$ cat config.mk
export PLATFORM = sky130hd
export DESIGN_NAME = route_table_insert_or_replace
export DESIGN_NICKNAME = d
export VERILOG_FILES = /design/src/hdl/rtins_pkg.sv /design/src/hdl/route_table_insert_or_replace.sv
export SDC_FILE = /design/constraint.sdc
export NUM_CORES = 1
export LEC_CHECK = 0
export BUFFER_PORTS_ARGS = -buffer_cell sky130_fd_sc_hd__clkbuf_2
export CAP_MARGIN = 25
export CORE_MARGIN = 2
export CORE_UTILIZATION = 55
export CTS_CLUSTER_SIZE = 10
export DETAILED_ROUTE_END_ITERATION = 6
export PLACE_DENSITY = 0.72
export SYNTH_ARGS = -nofsm -noshare
export SYNTH_HDL_FRONTEND = slang
export SYNTH_SLANG_ARGS = --single-unit
export TNS_END_PERCENT = 20
$ cat constraint.sdc
create_clock -name clock -period 5.54 [get_ports clock]
set_input_delay 0.554 -clock clock [delete_from_list [all_inputs] [get_ports clock]]
set_output_delay 0.554 -clock clock [all_outputs]
set_load 0.005 [all_outputs]
$ cat src/hdl/rtins_pkg.sv
`timescale 1ns / 1ps
`default_nettype none

package rtins_pkg;

   localparam int ROUTE_SLOTS_DEF = 16;

   localparam int ADDR_W     = 32;
   localparam int LEN_W      = 6;
   localparam int STATUS_W   = 2;
   localparam int SLOT_OUT_W = 4;

   localparam logic [LEN_W-1:0] MAX_LEN = LEN_W'(32);

   localparam logic [STATUS_W-1:0] ST_REPLACED = 2'd0;
   localparam logic [STATUS_W-1:0] ST_INSERTED = 2'd1;
   localparam logic [STATUS_W-1:0] ST_FULL     = 2'd2;
   localparam logic [STATUS_W-1:0] ST_INVALID  = 2'd3;

   typedef struct packed {
      logic [ADDR_W-1:0] net_address;
      logic [LEN_W-1:0]  mask_length;
      logic [ADDR_W-1:0] gateway;
   } req_type;

   typedef struct packed {
      logic [STATUS_W-1:0]   status;
      logic [SLOT_OUT_W-1:0] slot;
   } rsp_type;

   typedef struct packed {
      logic              valid;
      logic [LEN_W-1:0]  length;
      logic [ADDR_W-1:0] network;
   } entry_type;

endpackage

`default_nettype wire

$ cat src/hdl/route_table_insert_or_replace.sv
// channel  ports                       direction  transfer
// req      start, busy, req_word       in         start high while busy low
// rsp      rsp_valid, rsp_word         out        one-cycle strobe, always taken
//
// a valid route holds busy high while the block reads the entry memory once per
// slot, compares each read with the word and writes the matching or first free
// slot, if any. busy falls as the response shows, the cycle after the write.
// a rejected prefix answers on the cycle after the word is taken.
// after reset the block sweeps the entry memory, one slot a cycle, clearing every
// slot with busy high before taking the first word.
// the receiver cannot stall: each response is shown for exactly one cycle.
`timescale 1ns / 1ps
`default_nettype none

module route_table_insert_or_replace
   import rtins_pkg::*;
#(
   parameter int ROUTE_SLOTS = ROUTE_SLOTS_DEF
) (
   input  wire logic    clock,
   input  wire logic    reset,
   input  wire logic    start,
   output logic         busy,
   input  wire req_type req_word,
   output logic         rsp_valid,
   output rsp_type      rsp_word
);

   localparam int SLOT_W = (ROUTE_SLOTS > 1) ? $clog2(ROUTE_SLOTS) : 1;
   localparam int CNT_W  = $clog2(ROUTE_SLOTS + 1);
   localparam logic [CNT_W-1:0]  SLOTS_CNT = CNT_W'(ROUTE_SLOTS);
   localparam logic [CNT_W-1:0]  LAST_CNT  = CNT_W'(ROUTE_SLOTS - 1);
   localparam logic [SLOT_W-1:0] LAST_SLOT = SLOT_W'(ROUTE_SLOTS - 1);

   localparam logic [1:0] S_CLEAR = 2'd0;
   localparam logic [1:0] S_IDLE  = 2'd1;
   localparam logic [1:0] S_SCAN  = 2'd2;
   localparam logic [1:0] S_WRITE = 2'd3;

   entry_type         entry_mem [ROUTE_SLOTS];
   logic [ADDR_W-1:0] hop_mem   [ROUTE_SLOTS];

   logic [1:0]        state_ff, state_in;
   logic [CNT_W-1:0]  idx_ff, idx_in;
   logic              cmp_vld_ff, cmp_vld_in;
   logic [SLOT_W-1:0] cmp_idx_ff, cmp_idx_in;
   logic              hit_ff, hit_in;
   logic [SLOT_W-1:0] hit_slot_ff, hit_slot_in;
   logic              free_ff, free_in;
   logic [SLOT_W-1:0] free_slot_ff, free_slot_in;
   req_type           item_ff, item_in;
   logic              rsp_valid_ff, rsp_valid_in;
   rsp_type           rsp_word_ff, rsp_word_in;
   entry_type         rd_data_ff;

   logic              accept;
   logic              bad_prefix;
   logic [ADDR_W-1:0] host_mask;
   logic              issue;
   logic              mem_we;
   logic [SLOT_W-1:0] wr_addr;
   entry_type         wr_data;
   logic [SLOT_W-1:0] chosen;
   logic [SLOT_W+SLOT_OUT_W-1:0] chosen_ext;

   assign busy      = (state_ff != S_IDLE);
   assign accept    = start && !busy;
   assign host_mask = {ADDR_W{1'b1}} >> req_word.mask_length;
   assign bad_prefix = (req_word.mask_length > MAX_LEN)
                    || ((req_word.net_address & host_mask) != '0);
   assign issue     = (state_ff == S_SCAN) && (idx_ff != SLOTS_CNT);

   assign chosen     = hit_ff ? hit_slot_ff : free_slot_ff;
   assign chosen_ext = {{SLOT_OUT_W{1'b0}}, chosen};

   always_comb begin
      mem_we  = 1'b0;
      wr_addr = idx_ff[SLOT_W-1:0];
      wr_data = '{valid: 1'b0, length: '0, network: '0};
      if (state_ff == S_CLEAR) begin
         mem_we = 1'b1;
      end else if (state_ff == S_WRITE && (hit_ff || free_ff)) begin
         mem_we  = 1'b1;
         wr_addr = chosen;
         wr_data = '{valid: 1'b1, length: item_ff.mask_length,
                     network: item_ff.net_address};
      end
   end

   always_comb begin
      state_in     = state_ff;
      idx_in       = idx_ff;
      cmp_vld_in   = issue;
      cmp_idx_in   = idx_ff[SLOT_W-1:0];
      hit_in       = hit_ff;
      hit_slot_in  = hit_slot_ff;
      free_in      = free_ff;
      free_slot_in = free_slot_ff;
      item_in      = item_ff;
      rsp_valid_in = 1'b0;
      rsp_word_in  = rsp_word_ff;

      unique case (state_ff)
         S_CLEAR: begin
            idx_in = idx_ff + 1'b1;
            if (idx_ff == LAST_CNT) begin
               state_in = S_IDLE;
            end
         end
         S_IDLE: begin
            if (accept) begin
               item_in = req_word;
               idx_in  = '0;
               hit_in  = 1'b0;
               free_in = 1'b0;
               if (bad_prefix) begin
                  rsp_valid_in = 1'b1;
                  rsp_word_in  = '{status: ST_INVALID, slot: '0};
               end else begin
                  state_in = S_SCAN;
               end
            end
         end
         S_SCAN: begin
            if (issue) begin
               idx_in = idx_ff + 1'b1;
            end
            if (cmp_vld_ff) begin
               if (rd_data_ff.valid) begin
                  if (!hit_ff && rd_data_ff.network == item_ff.net_address
                      && rd_data_ff.length == item_ff.mask_length) begin
                     hit_in      = 1'b1;
                     hit_slot_in = cmp_idx_ff;
                  end
               end else if (!free_ff) begin
                  free_in      = 1'b1;
                  free_slot_in = cmp_idx_ff;
               end
               if (cmp_idx_ff == LAST_SLOT) begin
                  state_in = S_WRITE;
               end
            end
         end
         S_WRITE: begin
            state_in     = S_IDLE;
            rsp_valid_in = 1'b1;
            if (hit_ff) begin
               rsp_word_in = '{status: ST_REPLACED, slot: chosen_ext[SLOT_OUT_W-1:0]};
            end else if (free_ff) begin
               rsp_word_in = '{status: ST_INSERTED, slot: chosen_ext[SLOT_OUT_W-1:0]};
            end else begin
               rsp_word_in = '{status: ST_FULL, slot: '0};
            end
         end
         default: begin
            state_in = S_IDLE;
         end
      endcase
   end

   always_ff @(posedge clock) begin
      if (reset) begin
         state_ff     <= S_CLEAR;
         idx_ff       <= '0;
         cmp_vld_ff   <= 1'b0;
         hit_ff       <= 1'b0;
         free_ff      <= 1'b0;
         rsp_valid_ff <= 1'b0;
      end else begin
         state_ff     <= state_in;
         idx_ff       <= idx_in;
         cmp_vld_ff   <= cmp_vld_in;
         hit_ff       <= hit_in;
         free_ff      <= free_in;
         rsp_valid_ff <= rsp_valid_in;
      end
      cmp_idx_ff   <= cmp_idx_in;
      hit_slot_ff  <= hit_slot_in;
      free_slot_ff <= free_slot_in;
      item_ff      <= item_in;
      rsp_word_ff  <= rsp_word_in;
   end

   // entry memory: one write port, one registered read port
   always_ff @(posedge clock) begin
      if (mem_we) begin
         entry_mem[wr_addr] <= wr_data;
         hop_mem[wr_addr]   <= item_ff.gateway;
      end
      rd_data_ff <= entry_mem[idx_ff[SLOT_W-1:0]];
   end

   assign rsp_valid = rsp_valid_ff;
   assign rsp_word  = rsp_word_ff;

   a_write_then_rsp: assert property (@(posedge clock) disable iff (reset)
      (state_ff == S_WRITE) |=> rsp_valid)
      else $error("write cycle not followed by a response");

   a_rsp_source: assert property (@(posedge clock) disable iff (reset)
      rsp_valid |-> ($past(state_ff) == S_WRITE) || ($past(accept) && $past(bad_prefix)))
      else $error("response without a finished scan or a rejected word");

   a_slot_zero: assert property (@(posedge clock) disable iff (reset)
      (rsp_valid && (rsp_word.status == ST_FULL || rsp_word.status == ST_INVALID))
      |-> (rsp_word.slot == '0))
      else $error("nonzero slot on a full or rejected response");

   a_no_write_idle: assert property (@(posedge clock) disable iff (reset)
      (state_ff == S_IDLE || state_ff == S_SCAN) |-> !mem_we)
      else $error("entry memory written outside clear or write cycle");

endmodule

`default_nettype wire

==> results.py <==
metrics = {
    "worst_setup_path": {
        "crit_required_ns": 5.82,
        "endpoint_kind": "register",
        "rr_worst_depth": 8,
        "start_kind": "register",
        "path_class": "register to register",
        "path_max_fanout": 38,
        "worstPathArrival_ns": 4.08,
        "reg2reg_from": "state_ff[0]",
        "reg2reg_setup_slack_ns": 1.75,
        "r2r_end": "entry_mem[2][24]",
    },
    "worst_hold_path": {
        "whs_path_depth": 1,
        "hp-class": "input pin to register",
        "hold_path_startpoint": "req_word[64]",
        "min_to": "item_ff[64]",
    },
    "finish": {
        "finalCoreUtilization_pct": 63.1,
        "finalInstanceArea_um2": 31600,
        "drive_gt1_share_pct": 28.0,
        "final_cell_mix": "edfxtp_1, mux4_2, clkbuf_16",
        "finalNonFillerCells": 2113,
        "fin_nets": 1459,
        "fillers": 3364,
        "layout_commonest_cell": "edfxtp_1",
        "area_growth_pct": 13.5,
    },
    "logic_synthesis": {
        "ys_types": 59,
        "synth_ff_type": "edfxtp_1",
        "postSynth.asyncResetShare_pct": 0,
        "syn_inst": 1263,
        "syn_area_per_cell_um2": 22.0,
        "yosys_warnings": 0,
        "yosysSeqAreaShare_pct": 76.8,
        "synth_area_um2": 27800,
        "synth_enable_flop_cells": 676,
        "synth-seq-cells": 730,
        "syn_nets": 1345,
    },
    "clocking": {
        "clkSlewWorstSetupHoldPaths_ns": 0.05,
        "htree_levels": 3,
        "post_cts_resized": 0,
        "numCtsBuffers": 83,
        "hold_buffers": 0,
        "clk_latency_ns": 0.61,
        "ctsRootBufferMaster": "clkbuf_16",
        "clockBufferDepth": 3,
        "cts_tree": "yes",
        "post-cts-setup-buffers": 0,
        "numClockSinks": 730,
    },
    "placement": {
        "dp.cells": 1961,
        "io_buffer_count": 48,
        "routabilityCongestion": 0.871,
        "place_ws_ns": 1.68,
        "placed_area_um2": 29100,
        "dp_hpwl_um": 34700,
    },
    "global_route": {
        "grt_pass1_wl_um": 90100,
        "grt_usage_pct": 23.9,
        "grt_pass1_vias": 13575,
        "overflow": 0,
        "antenna_found_initial": 4,
        "grt_max_degree": 97,
    },
    "die": {
        "core_area_um2": 50100,
        "die_x_um": 229,
        "rows": 82,
        "die_area_um2": 52400,
        "start_util_pct": 55.6,
        "io_pins": 81,
        "die_h_um": 229,
    },
    "detailed_routing": {
        "viasPerCell": 6.26,
        "routed_wl_um": 60900,
        "drc_errors": 0,
        "vias": 13237,
        "wl_per_cell_um": 28.8,
        "final_antenna_net_count": 0,
        "dr.pass1.iters": 5,
        "drt_iter0_markers": 1759,
    },
    "power": {
        "power.leakage_nw": 9.15,
        "max-vdd-ir-drop_mv": 0.311,
        "power_density_nw_per_um2": 399,
    },
    "sta": {
        "slew_viol_final": 0,
        "grt_setup_unrepaired": "false",
        "slew_headroom_pct": 34.3,
        "layout_setup_ws_ns": 1.75,
        "fin_tns_setup_ns": 0,
        "fin_crit_sh_pct": 68.5,
        "fin_skew_ns": 0.0196,
        "clock.fmax_mhz": 264,
        "finalCriticalPeriod_ns": 3.79,
        "hold_viol_final": 0,
        "setup_violations": 0,
        "tightest_slew_ns": 0.984,
    },
    "run_status": {
        "outcome": "complete, no violations",
    },
    "run": {
        "maxCapViolCount": 0,
    },
}
[power breakdown]
part	internal (mW)	switching, mW
sequential	6.33	0.171
clock	2.86	2.04
combinational	0.563	0.644
[layer usage]
metal  routed length (µm)  share of wire [%]  GRT usage (%)
met5                    8              0.013              0
met4                 1370                2.2           6.64
met3                 5140                8.4           4.63
met2                29700                 49           37.6
met1                24600                 40           34.7
[synth_stat cells, types with 6 or more instances]
library cell / instances / share of area (%)
a21o_1: 7 / 0.19
a21oi_1: 13 / 0.23
and2_1: 39 / 0.88
buf_1: 8 / 0.11
buf_2: 9 / 0.16
clkbuf_1: 38 / 0.51
dfxtp_1: 54 / 3.9
edfxtp_1: 676 / 73
ha_1: 9 / 0.40
inv_1: 14 / 0.19
mux4_2: 195 / 16
nand2_1: 21 / 0.28
nand2b_1: 6 / 0.13
nor2_1: 37 / 0.50
nor3_1: 8 / 0.14
nor4_1: 11 / 0.25
o21ai_0: 6 / 0.11
xor2_1: 35 / 1.1
[state kept, by name, indices dropped and copies added, names as in the netlist]
register / cells
cmp_idx_ff: 4
cmp_vld_ff: 1
entry_mem: 624
free_ff: 1
free_slot_ff: 4
hit_ff: 1
hit_slot_ff: 4
idx_ff: 5
item_ff: 38
rd_data_ff: 39
rsp_valid: 1
rsp_word: 6
state_ff: 2
[logic make-up (layout without fill, tap and decap cells)]
| kind of cell | Yosys count | count (layout) | synth area share [%] |
|---|---|---|---|
| buf+inv | 76 | 252 | 1.15 |
| mux | 201 | 201 | 16.0 |
| other cells | 0 | 2 | 0 |
| simple gates | 150 | 150 | 2.90 |
| fa+ha+maj | 9 | 9 | 0.404 |
| flops | 730 | 730 | 76.8 |
| compound gates | 59 | 59 | 1.59 |
| xor+xnor | 38 | 38 | 1.20 |
[worst max path at each step]
| stage | to | start | cells after the start |
|---|---|---|---|
| 2_1_floorplan | entry_mem[13][0] | hit_ff | 8 |
| 6_report | entry_mem[2][24] | state_ff[0] | 8 |
| 3_3_place_gp | entry_mem[14][21] | state_ff[0] | 8 |
| 3_5_place_dp | entry_mem[15][22] | state_ff[0] | 8 |
| 5_1_grt | entry_mem[2][16] | state_ff[0] | 8 |
| 4_1_cts | entry_mem[15][12] | state_ff[0] | 8 |
[worst max-delay path: stages, from the launching register on]
cell and delay [ns]:
dfxtp_1 0.44, ha_1 0.25, o21ai_1 0.21, nor2_4 0.71, nor2_1 0.12, a21oi_1 0.20, nand2_1 0.27, nor2_4 0.85
buf_4 0.40
[stage by stage]
stage | hold slack [ns] | total power [mW]
after floorplan | 0.329 | 7.38
after global placement | 0.438 | 7.79
after detailed placement | 0.447 | 7.82
after CTS | 0.141 | 12.7
after global routing | 0.158 | 13.0
final | 0.174 | 12.6
[layout make-up]
cell class	count	area [µm²]	area share, %
Timing Repair Buffer	89	626	1.98
Clock buffer	141	2340	7.40
Clock inverter	6	67.6	0.214
Inverter	16	60.1	0.190
Sequential cell	730	21400	67.7
Multi-Input combinational cell	457	6280	19.9
Tap cell	672	841	2.66
Antenna cell	2	5.00	0.0158
Note: power is estimated with default switching activity, not from simulation.
